<file path="config.mk">
export PLATFORM = sky130hd
export DESIGN_NAME = base64_decoder_core
export DESIGN_NICKNAME = d
export VERILOG_FILES = /design/src/rtl/b64d_pkg.sv /design/src/rtl/base64_decoder_core.sv /design/src/rtl/b64d_unpack.sv /design/src/rtl/b64d_emit.sv
export SDC_FILE = /design/constraint.sdc
export NUM_CORES = 1
export LEC_CHECK = 0
export ABC_CLOCK_PERIOD_IN_PS = 4500
export BUFFER_PORTS_ARGS = -buffer_cell sky130_fd_sc_hd__clkbuf_2
export CORE_MARGIN = 2
export CORE_UTILIZATION = 40
export DETAILED_ROUTE_END_ITERATION = 16
export GPL_TIMING_DRIVEN = 0
export PLACE_DENSITY_LB_ADDON = 0.25
export SLEW_MARGIN = 10
export SYNTH_ARGS = -nofsm -noshare
export SYNTH_HDL_FRONTEND = slang
export SYNTH_SLANG_ARGS = --single-unit
export TNS_END_PERCENT = 20
</file>
<file path="constraint.sdc">
create_clock -name i_clk -period 4.5 [get_ports i_clk]
set_input_delay 0 -clock i_clk [delete_from_list [all_inputs] [get_ports i_clk]]
set_output_delay 0 -clock i_clk [all_outputs]
set_load 0.005 [all_outputs]
</file>
<file path="src/rtl/b64d_pkg.sv">
// ----------------------------------------------------------------------------
// b64d_pkg
// Shared types, character constants and the alphabet lookup for the Base64
// decoder.
// ----------------------------------------------------------------------------
package b64d_pkg;

    // Character codes of the alphabet boundaries and specials
    localparam logic [7:0] CH_UPPER_A = 8'h41;
    localparam logic [7:0] CH_UPPER_Z = 8'h5A;
    localparam logic [7:0] CH_LOWER_A = 8'h61;
    localparam logic [7:0] CH_LOWER_Z = 8'h7A;
    localparam logic [7:0] CH_DIGIT_0 = 8'h30;
    localparam logic [7:0] CH_DIGIT_9 = 8'h39;
    localparam logic [7:0] CH_PLUS    = 8'h2B;
    localparam logic [7:0] CH_SLASH   = 8'h2F;
    localparam logic [7:0] CH_PAD     = 8'h3D;

    // Sextet values at the start of each alphabet range
    localparam logic [7:0] IDX_LOWER = 8'd26;
    localparam logic [7:0] IDX_DIGIT = 8'd52;
    localparam logic [5:0] IDX_PLUS  = 6'd62;
    localparam logic [5:0] IDX_SLASH = 6'd63;

    // Input kind carried on tuser
    localparam logic ACT_CHAR = 1'b0;
    localparam logic ACT_END  = 1'b1;

    // One group of results caused by a single input transfer
    typedef struct packed {
        logic [23:0] word;     // bytes, first byte in the top bits
        logic [1:0]  num;      // number of results, 1 to 3
        logic        data_ok;  // results carry decoded bytes
        logic        msg_end;  // caused by end of text
    } t_grp;

    // Map a character to {invalid, sextet}
    function automatic logic [6:0] sextet_of(input logic [7:0] ch);
        logic [7:0] d;
        logic [6:0] r;
        d = 8'd0;
        r = 7'b100_0000;
        if (ch >= CH_UPPER_A && ch <= CH_UPPER_Z) begin
            d = ch - CH_UPPER_A;
            r = {1'b0, d[5:0]};
        end else if (ch >= CH_LOWER_A && ch <= CH_LOWER_Z) begin
            d = ch - CH_LOWER_A + IDX_LOWER;
            r = {1'b0, d[5:0]};
        end else if (ch >= CH_DIGIT_0 && ch <= CH_DIGIT_9) begin
            d = ch - CH_DIGIT_0 + IDX_DIGIT;
            r = {1'b0, d[5:0]};
        end else if (ch == CH_PLUS) begin
            r = {1'b0, IDX_PLUS};
        end else if (ch == CH_SLASH) begin
            r = {1'b0, IDX_SLASH};
        end
        return r;
    endfunction

endpackage

</file>
<file path="src/rtl/base64_decoder_core.sv">
// ----------------------------------------------------------------------------
// base64_decoder_core
// Streaming Base64 decoder: one text character per transfer in, decoded
// bytes out.
// ----------------------------------------------------------------------------
// The block takes one character per cycle on the slave stream (tuser 0) or
// an end-of-text mark (tuser 1). Characters outside the standard alphabet
// are skipped and produce nothing; '=' counts as padding. The fourth
// character of a quad releases up to three bytes, and end of text flushes a
// partial quad, or sends one transfer with tuser[0] low if it held fewer
// than two sextets. Every character is held in the input register, where
// it is decoded against the quad state. Its group moves into the result
// register once that register is free, and the first byte is offered from
// there. The bytes then leave one per cycle while the sink is ready. Input
// stalls only when a new group is ready while the result register still
// holds bytes not yet taken.
module base64_decoder_core (
    input  logic       i_clk,
    input  logic       i_rst_n,
    input  logic       s_axis_tvalid,
    output logic       s_axis_tready,
    input  logic [7:0] s_axis_tdata,   // [7:0] symbol
    input  logic       s_axis_tuser,   // [0] action
    output logic       m_axis_tvalid,
    input  logic       m_axis_tready,
    output logic [7:0] m_axis_tdata,   // [7:0] data_byte
    output logic [1:0] m_axis_tuser,   // [0] byte_valid, [1] message_end
    output logic       m_axis_tlast    // last_of_run
);

    logic           slot_free;
    logic           push;
    b64d_pkg::t_grp grp;

    // Decode characters and track the quad
    b64d_unpack u_unpack (
        .i_clk       (i_clk),
        .i_rst_n     (i_rst_n),
        .i_tvalid    (s_axis_tvalid),
        .o_tready    (s_axis_tready),
        .i_tdata     (s_axis_tdata),
        .i_tuser     (s_axis_tuser),
        .i_slot_free (slot_free),
        .o_push      (push),
        .o_grp       (grp)
    );

    // Send each group one byte per transfer
    b64d_emit u_emit (
        .i_clk    (i_clk),
        .i_rst_n  (i_rst_n),
        .i_push   (push),
        .i_grp    (grp),
        .o_free   (slot_free),
        .o_tvalid (m_axis_tvalid),
        .i_tready (m_axis_tready),
        .o_tdata  (m_axis_tdata),
        .o_tuser  (m_axis_tuser),
        .o_tlast  (m_axis_tlast)
    );

endmodule

</file>
<file path="src/rtl/b64d_unpack.sv">
// ----------------------------------------------------------------------------
// b64d_unpack
// Input register, quad state and character decode; hands a group of up to
// three results to the output stage.
// ----------------------------------------------------------------------------
module b64d_unpack (
    input  logic            i_clk,
    input  logic            i_rst_n,
    input  logic            i_tvalid,
    output logic            o_tready,
    input  logic [7:0]      i_tdata,     // [7:0] symbol
    input  logic            i_tuser,     // [0] action
    input  logic            i_slot_free,
    output logic            o_push,
    output b64d_pkg::t_grp  o_grp
);

    logic             r_in_valid;
    logic             r_in_act;
    logic [7:0]       r_in_sym;
    logic [5:0]       r_store [3];
    logic [1:0]       r_fill;
    logic [1:0]       r_pad;

    logic [6:0]       code;
    logic             is_pad;
    logic             skip;
    logic [5:0]       v;
    logic [2:0]       pads_sum;
    logic [2:0]       used;
    logic [2:0]       nbytes;
    logic             has_res;
    logic             do_clear;
    logic             do_store;
    logic             consume;
    b64d_pkg::t_grp   grp;

    // Decode the registered character against the quad state
    always_comb begin
        code     = b64d_pkg::sextet_of(r_in_sym);
        is_pad   = (r_in_sym == b64d_pkg::CH_PAD);
        skip     = !is_pad && code[6];
        v        = is_pad ? 6'd0 : code[5:0];
        pads_sum = {1'b0, r_pad} + {2'b00, is_pad};
        used     = 3'd4 - pads_sum;
        nbytes   = used - 3'd1;
        has_res  = 1'b0;
        do_clear = 1'b0;
        do_store = 1'b0;
        grp      = '0;
        if (r_in_act == b64d_pkg::ACT_END) begin
            has_res     = 1'b1;
            do_clear    = 1'b1;
            grp.msg_end = 1'b1;
            if (r_fill >= 2'd2) begin
                grp.num     = r_fill - 2'd1;
                grp.data_ok = 1'b1;
                grp.word    = {r_store[0], r_store[1],
                               (r_fill == 2'd3) ? r_store[2] : 6'd0, 6'd0};
            end else begin
                grp.num = 2'd1;
            end
        end else if (skip) begin
            has_res = 1'b0;
        end else if (r_fill != 2'd3) begin
            do_store = 1'b1;
        end else begin
            do_clear = 1'b1;
            if (used >= 3'd2) begin
                has_res     = 1'b1;
                grp.num     = nbytes[1:0];
                grp.data_ok = 1'b1;
                grp.word    = {r_store[0], r_store[1],
                               (used > 3'd2) ? r_store[2] : 6'd0,
                               (used > 3'd3) ? v : 6'd0};
            end
        end
    end

    // Retire the held item when its results have somewhere to go
    assign consume  = r_in_valid && (!has_res || i_slot_free);
    assign o_push   = r_in_valid && has_res && i_slot_free;
    assign o_grp    = grp;
    assign o_tready = !r_in_valid || consume;

    // Input register
    always_ff @(posedge i_clk) begin
        if (!i_rst_n) begin
            r_in_valid <= 1'b0;
        end else if (o_tready) begin
            r_in_valid <= i_tvalid;
        end
    end

    always_ff @(posedge i_clk) begin
        if (o_tready && i_tvalid) begin
            r_in_act <= i_tuser;
            r_in_sym <= i_tdata;
        end
    end

    // Quad state: store a sextet or clear after a quad or end of text
    always_ff @(posedge i_clk) begin
        if (!i_rst_n) begin
            r_store[0] <= 6'd0;
            r_store[1] <= 6'd0;
            r_store[2] <= 6'd0;
            r_fill     <= 2'd0;
            r_pad      <= 2'd0;
        end else if (consume && do_clear) begin
            r_store[0] <= 6'd0;
            r_store[1] <= 6'd0;
            r_store[2] <= 6'd0;
            r_fill     <= 2'd0;
            r_pad      <= 2'd0;
        end else if (consume && do_store) begin
            r_store[r_fill] <= v;
            r_fill          <= r_fill + 2'd1;
            r_pad           <= pads_sum[1:0];
        end
    end

    // Padding never outnumbers the sextets held
    a_pad_le_fill: assert property (@(posedge i_clk) disable iff (!i_rst_n)
        r_pad <= r_fill)
        else $error("pad count exceeds fill count");

    // End of text leaves an empty quad
    a_end_clears: assert property (@(posedge i_clk) disable iff (!i_rst_n)
        (consume && r_in_act == b64d_pkg::ACT_END) |=> (r_fill == 2'd0 && r_pad == 2'd0))
        else $error("quad not cleared after end of text");

    // A held item with results waits until the output slot frees
    a_hold_item: assert property (@(posedge i_clk) disable iff (!i_rst_n)
        (r_in_valid && has_res && !i_slot_free) |=> (r_in_valid && $stable(r_in_sym)))
        else $error("item dropped while output slot busy");

endmodule

</file>
<file path="src/rtl/b64d_emit.sv">
// ----------------------------------------------------------------------------
// b64d_emit
// Result register that holds one group and sends its bytes one transfer at
// a time.
// ----------------------------------------------------------------------------
module b64d_emit (
    input  logic            i_clk,
    input  logic            i_rst_n,
    input  logic            i_push,
    input  b64d_pkg::t_grp  i_grp,
    output logic            o_free,
    output logic            o_tvalid,
    input  logic            i_tready,
    output logic [7:0]      o_tdata,   // [7:0] data_byte
    output logic [1:0]      o_tuser,   // [0] byte_valid, [1] message_end
    output logic            o_tlast    // last_of_run
);

    b64d_pkg::t_grp r_grp;
    logic           r_grp_valid;
    logic [1:0]     r_idx;
    logic           last;

    assign last     = (r_idx == r_grp.num - 2'd1);
    assign o_free   = !r_grp_valid || (i_tready && last);
    assign o_tvalid = r_grp_valid;
    assign o_tlast  = last;
    assign o_tuser  = {r_grp.msg_end, r_grp.data_ok};

    // Select the byte at the current position
    always_comb begin
        case (r_idx)
            2'd0:    o_tdata = r_grp.word[23:16];
            2'd1:    o_tdata = r_grp.word[15:8];
            2'd2:    o_tdata = r_grp.word[7:0];
            default: o_tdata = 8'd0;
        endcase
    end

    // Load a new group or advance through the held one
    always_ff @(posedge i_clk) begin
        if (!i_rst_n) begin
            r_grp_valid <= 1'b0;
            r_idx       <= 2'd0;
        end else if (i_push) begin
            r_grp_valid <= 1'b1;
            r_idx       <= 2'd0;
        end else if (r_grp_valid && i_tready) begin
            if (last) begin
                r_grp_valid <= 1'b0;
            end else begin
                r_idx <= r_idx + 2'd1;
            end
        end
    end

    always_ff @(posedge i_clk) begin
        if (i_push) begin
            r_grp <= i_grp;
        end
    end

    // Position stays inside the group
    a_idx_range: assert property (@(posedge i_clk) disable iff (!i_rst_n)
        r_grp_valid |-> (r_idx < r_grp.num))
        else $error("byte position beyond group");

    // A group without bytes is the single end-of-text marker
    a_null_group: assert property (@(posedge i_clk) disable iff (!i_rst_n)
        (r_grp_valid && !r_grp.data_ok) |-> (r_grp.num == 2'd1 && r_grp.msg_end))
        else $error("empty group that is not an end marker");

    // A group is only replaced once its last byte is taken
    a_no_overwrite: assert property (@(posedge i_clk) disable iff (!i_rst_n)
        i_push |-> (!r_grp_valid || (i_tready && last)))
        else $error("group overwritten before it was sent");

endmodule
</file>
==> summary.md, run 1 <==
| Metric | Value |
|---|---|
| TritonCTS clock tree | `built` |
| Worst-margin pin slew | `0.732 ns` |
| EDFF count, synth | `55` |
| Port Buffers | `24` |
| Setup TNS | `0 ns` |
| Die area | `9010 um^2` |
| Starting Density | `40.8%` |
| Max incr delay on CP | `0.43 ns` |
| Synth warn | `0` |
| CTS Buf Count | `9` |
| Final worst slack | `0.478 ns` |
| Worst Setup Start Kind | `flip-flop` |
| Xor/xnor share of the synthesized area | `2.12%` |
| DRC | `0` |
| Final GP Congestion | `0.834` |
| Tcrit/Tclk final | `89.4%` |
| Vias | `2,182` |
| Fin. Hold Viols | `0` |
| Share of layout cells above drive strength 1 | `17.8%` |
| Antenna diode count | `0` |
| Sequential fraction of the synthesis area | `54.8%` |
| Pin count of the biggest net entering global routing | `29` |
| Area delta synth->final | `18.8%` |
| Chip Width | `94.9 um` |
| Crit. End Element | `primary output` |
| Storage element area | `1810 um^2` |
| Post-DP HPWL | `4410 um` |
| Ys flop type | `edfxtp_1` |
| CP delay by family, top | `simple AND/OR/NAND/NOR gates` |
| Clock latency on the worst-skew pair | `0.34 ns` |
| Vias in the first global route | `2,143` |
| Fin crit period | `4.02 ns` |
| Grt ovf | `0` |
| Crit path arrival time | `4.02 ns` |
| Initial antenna violation count | `0` |
| Worst Path Max Fanout | `10` |
| Status | `finished clean` |
| Reg clk slew, reported paths | `0.07 ns` |
| Bufs and invs on worst path | `4` |
| Largest family of logic cells by synthesized area | `simple AND/OR/NAND/NOR gates` |
| PwrDens | `348 nW/um^2` |
| Rel. slew slack | `50.8%` |
| Final nets | `369` |
| Syn_area_per_cell | `11.6 um^2` |
| Worst reg2reg startpoint | `u_unpack.r_in_sym[5]$_DFFE_PP_` |
| Cells after Synth | `285` |
| Leading cell type in the layout, fill and taps excluded | `edfxtp_1` |
| All-Layer GR Usage | `15.6%` |
| RSZ-0062 raised after global routing | `false` |
| Clock buffer depth | `2` |
| Placement Rows | `33` |
| Mux contribution to synthesized area | `2.12%` |
| Synth Area in Adders | `8.71%` |
| WHS | `0.105 ns` |
| Via/cell ratio | `4.93` |
| Synth Area in Compound Gates | `12.0%` |
| I/O pin cnt | `26` |
| Mapped cell area | `3310 um^2` |
| Final setup vio count | `0` |
| Number of max-cap violations | `0` |
| Register bit total from synthesis | `63` |
| Clk sink count | `63` |
| WP data required | `4.50 ns` |
| F_max | `249 MHz` |
| Simple-Gate Fraction of Synth Area | `16.2%` |
| Worst path most repeated cell | `ha_1` |
| Core area | `8090 um^2` |
| Synth Net Count | `321` |
| Hold Path Origin | `i_rst_n` |
| H-tree level count | `3` |
| Pre-CTS setup slack | `-0.136 ns` |
| Leak pwr | `1.47 nW` |
| DRT antenna net count | `0` |
| Max VDD drop | `0.000210 V` |
| Post-layout util | `48.5%` |
| Die Y | `94.9 um` |
| Post-Route WL | `6120 um` |
| Fill count | `765` |
| CP startpoint | `u_unpack.r_in_sym[5]$_DFFE_PP_` |
| Sequence of cells on the critical path | `buf_6, or3b_4, nor2_2, nand3_1, inv_1, ha_1, ha_1, inv_1, ha_1, xor2_1, o31a_1, a21boi_1, o21ai_0, or2_2, clkbuf_2` |
| Detailed Routing Iterations Pass 1 | `5` |
| CP max-delay cell | `or3b_4` |
| First-pass GRT wire length | `10,400 um` |
| Worst Hold Class | `primary input to flip-flop` |
| Drt initial violations | `128` |
| Wire per inst | `13.8 um` |
| Final Slew Violations | `0` |
| Most frequent cells in the layout | `55 x edfxtp_1, 34 x nor2_1, 24 x clkbuf_2` |
| Multi-input gate area | `1360 um^2` |
| Total design power | `1.37 mW` |
| Worst hold stages | `3` |
| Distinct cell type count of the synthesized netlist | `52` |
| Reg2Reg Depth | `15` |
| Crit Path Category | `flip-flop to primary output` |
| Root Driver | `clkbuf_8` |
| Clock skew | `0.00874 ns` |
| Ys async rst share | `0%` |
| Crit path depth | `15` |
[power breakdown]
group	switching (mW)	internal (mW)	leakage (nW)
Sequential	0.0107	0.657	0.596
Clock	0.225	0.369	0.120
Combinational	0.0600	0.0435	0.756
Total	0.296	1.07	1.47
[worst paths after layout]
check / endpoint / slack, ns
worst min register to register: u_emit.o_tuser[1]$_DFFE_PP_ / 0.49
worst max register to register: u_emit.r_grp[4]$_SDFFCE_PP0P_ / 0.49
worst min-delay path: u_unpack.r_in_valid$_SDFFE_PN0N_ / 0.11
worst max-delay path: s_axis_tready / 0.48
[timing repair]
item                                   in CTS  in global routing
endpoints found under the hold margin      10                  0
buffers inserted                            0                  2
hold buffers                               10                  0
cloned                                      0                  1
setup endpoints to repair                  28                 29
resized for setup                           1                  2
pin swaps                                   0                  1
[per-layer routing]
layer,track usage (%),wire [um],share of wire [%]
met5,0,0,0
met4,4.35,34,0.56
met3,6.07,241,3.9
met2,25.1,3010,49
met1,19.6,2840,46
[kinds of logic (layout without fill, tap and decap cells)]
logic type      Yosys count  count (layout)
fa+ha+maj                23              23
xor+xnor                  8               8
compound gates           52              52
buf+inv                  31              84
simple gates            101             101
mux                       7               7
flops                    63              63
[through the flow]
stage          area, um^2  cells
2_1_floorplan        3310    285
3_3_place_gp         3560    414
3_5_place_dp         3560    414
4_1_cts              3910    440
5_1_grt              3930    443
6_report             3930    443
[flip-flops by register name, summed over array words and instances, names as in the netlist]
register and count:
u_unpack.r_store 18, u_emit.o_tvalid 1, u_emit.r_idx 2, u_unpack.r_in_sym 8, u_unpack.r_in_valid 1, u_unpack.r_pad 2
u_emit.o_tuser 2, u_emit.r_grp 26, u_unpack.r_fill 2, u_unpack.r_in_act 1
[synthesized netlist by cell type (2+ instances only)]
| master | number | area, um^2 |
|---|---|---|
| nor2b_1 | 18 | 113 |
| nor2_1 | 34 | 128 |
| a21oi_1 | 6 | 30.0 |
| a221oi_1 | 2 | 17.5 |
| nand2_1 | 14 | 52.6 |
| buf_1 | 2 | 7.51 |
| o31ai_1 | 2 | 15.0 |
| nand2b_1 | 2 | 12.5 |
| o21ai_0 | 13 | 65.1 |
| nand3_1 | 2 | 10.0 |
| xor2_1 | 2 | 17.5 |
| xnor2_1 | 6 | 52.6 |
| ha_1 | 23 | 288 |
| nor3_1 | 7 | 35.0 |
| mux2i_1 | 7 | 70.1 |
| edfxtp_1 | 55 | 1650 |
| and2_1 | 7 | 43.8 |
| nand3_2 | 3 | 30.0 |
| clkbuf_1 | 5 | 18.8 |
| o221ai_1 | 2 | 17.5 |
| a222oi_1 | 8 | 80.1 |
| a21boi_0 | 2 | 15.0 |
| and3_1 | 4 | 25.0 |
| inv_1 | 21 | 78.8 |
| o211ai_1 | 3 | 22.5 |
| dfxtp_1 | 8 | 160 |
| buf_4 | 2 | 15.0 |
[layout make-up]
type                            count  area share (%)
Multi-Input combinational cell    191            34.7
Clock inverter                      7            3.06
Timing Repair Buffer               36            5.99
Timing Repair inverter              1           0.191
Inverter                           21            2.10
Tap cell                          105            3.35
Clock buffer                        9            3.15
Buffer                             10            1.34
Sequential cell                    63            46.1
[tightest hold or removal path, delay by kind of cell]
kind                   cells  cell delay, ns
buffers and inverters      1            0.21
AND/OR/NAND/NOR            1            0.13
AO/OA/AOI/OAI              1            0.05
(Power assumes the default switching activity.)
==> run 2: changes to the inputs <==
--- a/config.mk
+++ b/config.mk
@@ -11,7 +11,7 @@
 export CORE_UTILIZATION = 40
 export DETAILED_ROUTE_END_ITERATION = 16
 export GPL_TIMING_DRIVEN = 0
-export PLACE_DENSITY_LB_ADDON = 0.25
+export PLACE_DENSITY = 0.57
 export SLEW_MARGIN = 10
 export SYNTH_ARGS = -nofsm -noshare
 export SYNTH_HDL_FRONTEND = slang
==> summary.md, run 2 (same netlist as run 1, synthesis figures left out) <==
| Metric | Value |
|---|---|
| Vias | `2,210` |
| Most frequent cells in the layout | `55 x edfxtp_1, 34 x nor2_1, 24 x clkbuf_2` |
| Final Slew Violations | `0` |
| Total design power | `1.26 mW` |
| Worst reg2reg startpoint | `u_unpack.r_in_sym[5]$_DFFE_PP_` |
| Post-DP HPWL | `4550 um` |
| Max VDD drop | `0.000189 V` |
| Die area | `9010 um^2` |
| WHS | `0.136 ns` |
| Die Y | `94.9 um` |
| Pin count of the biggest net entering global routing | `29` |
| CTS Buf Count | `9` |
| Worst Hold Class | `primary input to flip-flop` |
| Crit path arrival time | `4.02 ns` |
| Post-layout util | `47.9%` |
| Core area | `8090 um^2` |
| Placement Rows | `33` |
| Tcrit/Tclk final | `89.4%` |
| Area delta synth->final | `17.1%` |
| Dpl cells | `414` |
| Wire per inst | `14.4 um` |
| Storage element area | `1810 um^2` |
| F_max | `249 MHz` |
| Pre-CTS setup slack | `-0.169 ns` |
| TritonCTS clock tree | `built` |
| I/O pin cnt | `26` |
| PwrDens | `326 nW/um^2` |
| Leading cell type in the layout, fill and taps excluded | `edfxtp_1` |
| Clock buffer depth | `2` |
| Chip Width | `94.9 um` |
| Cell area after layout | `3870 um^2` |
| Reg clk slew, reported paths | `0.07 ns` |
| Leak pwr | `1.44 nW` |
| Crit. End Element | `primary output` |
| Biggest regs | `u_emit.r_grp (26), u_unpack.r_store (18), u_unpack.r_in_sym (8)` |
| Clock skew | `0.00463 ns` |
| First-pass GRT wire length | `10,400 um` |
| Post-Route WL | `6380 um` |
| Via/cell ratio | `5.00` |
| Status | `finished clean` |
| Antenna diode count | `0` |
| Final setup vio count | `0` |
| Rel. slew slack | `49.5%` |
| Max FFs per register | `26` |
| Final nets | `368` |
| DRT antenna net count | `0` |
| Clk sink count | `63` |
| Grt ovf | `0` |
| Initial antenna violation count | `0` |
| Worst-margin pin slew | `0.752 ns` |
| Setup TNS | `0 ns` |
| Share of layout cells above drive strength 1 | `17.5%` |
| Root Driver | `clkbuf_8` |
| Worst Path Max Fanout | `10` |
| Fin. Hold Viols | `0` |
| DRC | `0` |
| Detailed Routing Iterations Pass 1 | `4` |
| Fin crit period | `4.02 ns` |
| Final worst slack | `0.476 ns` |
| Placed cell areas | `3560 um^2` |
| WP data required | `4.50 ns` |
| Drt initial violations | `137` |
| Clock latency on the worst-skew pair | `0.35 ns` |
| H-tree level count | `3` |
| Port Buffers | `24` |
| Crit Path Category | `flip-flop to primary output` |
| Hold Path Origin | `i_rst_n` |
| Starting Density | `40.8%` |
| All-Layer GR Usage | `15.5%` |
| Worst Setup Start Kind | `flip-flop` |
| Fill count | `802` |
| RSZ-0062 raised after global routing | `false` |
| Number of max-cap violations | `0` |
| Multi-input gate area | `1360 um^2` |
| Final GP Congestion | `0.824` |
| Largest Register | `u_emit.r_grp` |
| CP startpoint | `u_unpack.r_in_sym[5]$_DFFE_PP_` |
| Post-route insts no fill | `442` |
| Vias in the first global route | `2,128` |
## run 2: cell count changes in the layout (fill, tap and decap cells not counted), sizes merged
cell      previous run  this run
bufinv               3         1
buf                  7         6
clkinv               2         3
clkinvlp             3         4
## run 2: path summary, 6_finish.rpt
kind                                        to  cells past startpoint  slack, ns
setup / recovery                 s_axis_tready                     15       0.48
hold reg to reg    u_emit.o_tuser[1]$_DFFE_PP_                      0       0.50
setup reg to reg   u_emit.o_tuser[0]$_DFFE_PP_                     15       0.50
hold / removal    u_emit.o_tvalid$_SDFFE_PN0P_                      2       0.14
## run 2: cell type report
class	count	share of cell area (%)
flip-flops and latches	63	46.8
repair buffers	35	5.88
plain buffers	10	1.36
multi-input cells	191	35.2
clock buffers	9	3.20
inverters	21	2.13
clock inverters	7	1.87
repair inverters	1	0.194
well taps	105	3.39
## run 2: worst max-delay path, cell delays in order (launching register included)
cell and delay (ns):
edfxtp_1 0.35, buf_6 0.14, or3b_4 0.43, nor2_2 0.20, nand3_1 0.19, inv_1 0.22, ha_1 0.18, ha_1 0.25
inv_1 0.12, ha_1 0.17, xor2_1 0.23, o31a_1 0.18, a21boi_1 0.40, o21ai_0 0.20, or2_2 0.30, clkbuf_2 0.11
## run 2: layer usage
layer | track usage (%) | wire, um
met5 | 0 | 0
met4 | 4.35 | 40
met3 | 5.27 | 286
met2 | 24.5 | 3060
met1 | 20.2 | 2990
## run 2: timing repair
item | CTS | global route
buffers inserted | 0 | 1
hold buffers | 10 | 0
gates cloned | 0 | 1
resized for setup | 1 | 2
endpoints found under the hold margin | 10 | 0
pin swaps | 0 | 1
endpoints found under the setup margin | 28 | 38
## run 2: report_power, final
part / total, mW / switching, mW / internal, mW
combinational: 0.103 / 0.0606 / 0.0429
sequential: 0.668 / 0.0107 / 0.657
clock: 0.492 / 0.236 / 0.256
total: 1.26 / 0.308 / 0.956
==> run 3: changes to the inputs <==
--- a/config.mk
+++ b/config.mk
@@ -5,13 +5,13 @@
 export SDC_FILE = /design/constraint.sdc
 export NUM_CORES = 1
 export LEC_CHECK = 0
-export ABC_CLOCK_PERIOD_IN_PS = 4500
+export ABC_CLOCK_PERIOD_IN_PS = 3500
 export BUFFER_PORTS_ARGS = -buffer_cell sky130_fd_sc_hd__clkbuf_2
 export CORE_MARGIN = 2
 export CORE_UTILIZATION = 40
 export DETAILED_ROUTE_END_ITERATION = 16
 export GPL_TIMING_DRIVEN = 0
-export PLACE_DENSITY = 0.57
+export PLACE_DENSITY = 0.59
 export SLEW_MARGIN = 10
 export SYNTH_ARGS = -nofsm -noshare
 export SYNTH_HDL_FRONTEND = slang
==> constraint.sdc (replaced) <==
create_clock -name i_clk -period 3.5 [get_ports i_clk]
set_input_delay 0 -clock i_clk [delete_from_list [all_inputs] [get_ports i_clk]]
set_output_delay 0 -clock i_clk [all_outputs]
set_load 0.005 [all_outputs]
==> summary.md, run 3 (same netlist as run 1, synthesis figures left out) <==
| Metric | Value |
|---|---|
| Die area | `9010 um^2` |
| Wire per inst | `14.0 um` |
| Grt ovf | `0` |
| Final nets | `377` |
| Comb power frac | `8.0%` |
| Vias in the first global route | `2,210` |
| Clock network power share | `43.5%` |
| Share of layout cells above drive strength 1 | `24.3%` |
| Post-Route WL | `6330 um` |
| Pin count of the biggest net entering global routing | `15` |
| Clock latency on the worst-skew pair | `0.34 ns` |
| Via/cell ratio | `4.99` |
| Clk sink count | `63` |
| Clock buffer depth | `2` |
| Reg clk slew, reported paths | `0.07 ns` |
| Tcrit/Tclk final | `95.6%` |
| Placement Rows | `33` |
| Total design power | `1.77 mW` |
| Fin crit period | `3.34 ns` |
| H-tree level count | `3` |
| First-pass GRT wire length | `10,400 um` |
| Root Driver | `clkbuf_8` |
| Biggest regs | `u_emit.r_grp (26), u_unpack.r_store (18), u_unpack.r_in_sym (8)` |
| Most frequent cells in the layout | `55 x edfxtp_1, 34 x nor2_1, 24 x clkbuf_2` |
| Final setup vio count | `0` |
| Leading cell type in the layout, fill and taps excluded | `edfxtp_1` |
| Crit path arrival time | `3.38 ns` |
| DRT antenna net count | `0` |
| Largest Register | `u_emit.r_grp` |
| Starting Density | `40.8%` |
| Seq pwr share | `48.5%` |
| Drt initial violations | `171` |
| Leak pwr | `1.51 nW` |
| Final Slew Violations | `0` |
| Status | `finished clean` |
| P_sw | `0.390 mW` |
| Sw Share | `22.0%` |
| TritonCTS clock tree | `built` |
| Final worst slack | `0.155 ns` |
| Detailed Routing Iterations Pass 1 | `4` |
| Max VDD drop | `0.000303 V` |
| Final GP Congestion | `0.817` |
| Crit Path Category | `flip-flop to flip-flop` |
| Initial antenna violation count | `0` |
| RSZ-0062 raised after global routing | `false` |
| Worst-margin pin slew | `0.699 ns` |
| PwrDens | `432 nW/um^2` |
| I/O pin cnt | `26` |
| Area delta synth->final | `24.0%` |
| All-Layer GR Usage | `15.5%` |
| Fin. Hold Viols | `0` |
| F_max | `299 MHz` |
| Rel. slew slack | `53.0%` |
| Chip Width | `94.9 um` |
| Clock skew | `0.00877 ns` |
| Crit. End Element | `flip-flop` |
| WP data required | `3.53 ns` |
| DRC | `0` |
| Worst Hold Class | `primary input to flip-flop` |
| Worst Path Max Fanout | `10` |
| Post-DP HPWL | `4510 um` |
| Number of max-cap violations | `0` |
| Antenna diode count | `0` |
| Pre-CTS setup slack | `-0.529 ns` |
| Power Internal | `1.38 mW` |
| Worst Setup Start Kind | `flip-flop` |
| Max FFs per register | `26` |
| CTS Buf Count | `9` |
| Core area | `8090 um^2` |
| Die Y | `94.9 um` |
| Vias | `2,249` |
| Port Buffers | `24` |
-- run 3: critical path, stage by stage (launching register included) --
cell,delay [ns]
edfxtp_1,0.34
buf_6,0.14
or3b_4,0.43
nor2_4,0.17
nand3_4,0.10
inv_6,0.10
ha_4,0.13
ha_4,0.15
inv_2,0.05
ha_2,0.19
xor2_2,0.17
o31a_1,0.31
nor2_1,0.09
o21ai_0,0.08
a22o_1,0.37
nand2_2,0.20
-- run 3: cell type report --
type	count	area [um^2]
inverter	21	87.6
fill	769	4000
timing repair inverter	1	7.51
clock inverter	7	120
timing repair buffer	44	308
sequential	63	1810
tap	105	131
clock buffer	9	124
multi-input combinational	191	1450
buffer	10	56.3
-- run 3: routing by layer --
layer	routed length, um	GRT usage (%)
met1	2850	19.6
met2	3110	25.8
met3	276	4.23
met4	100	5.07
met5	0	0
-- run 3: path summary, 6_finish.rpt --
| check | start | to | slack, ns | cells past startpoint |
|---|---|---|---|---|
| max | u_unpack.r_in_sym[5]$_DFFE_PP_ | u_unpack.r_store[0][2]$_SDFFCE_PN0P_ | 0.16 | 15 |
| min | i_rst_n | u_unpack.r_in_valid$_SDFFE_PN0N_ | 0.15 | 3 |
| max reg2reg | u_unpack.r_in_sym[5]$_DFFE_PP_ | u_unpack.r_store[0][2]$_SDFFCE_PN0P_ | 0.16 | 15 |
| min reg2reg | u_unpack.r_in_act$_DFFE_PP_ | u_emit.o_tuser[1]$_DFFE_PP_ | 0.49 | 0 |
-- run 3: power groups by stage --
| stage | logic [mW] | registers (mW) | clock network, mW |
|---|---|---|---|
| after global routing | 0.156 | 0.862 | 0.822 |
| after global placement | 0.123 | 0.875 | 0 |
| final | 0.141 | 0.859 | 0.770 |
| after floorplan | 0.0894 | 0.871 | 0 |
| after detailed placement | 0.125 | 0.876 | 0 |
| after CTS | 0.140 | 0.859 | 0.783 |
-- run 3: metrics by stage --
step | instance area (um^2) | setup TNS [ns] | utilization, % | cells | hold slack, ns
4_1_cts | 4040 | 0 | 49.9 | 445 | 0.121
6_report | 4100 | 0 | 50.6 | 451 | 0.154
3_3_place_gp | 3620 | -14.81 | 44.8 | 414 | 0.177
2_1_floorplan | 3370 | 0 | - | 285 | 0.0989
3_5_place_dp | 3620 | -16.03 | 44.8 | 414 | 0.179
5_1_grt | 4100 | 0 | 50.6 | 451 | 0.156
-- run 3: repair_timing --
| item | in CTS | in global routing |
|---|---|---|
| endpoints found under the setup margin | 60 | 66 |
| hold buffers | 10 | 0 |
| gates cloned | 1 | 0 |
| resized for setup | 7 | 8 |
| pin swaps | 2 | 3 |
| hold endpoints to repair | 10 | 0 |
| setup buffers | 5 | 6 |
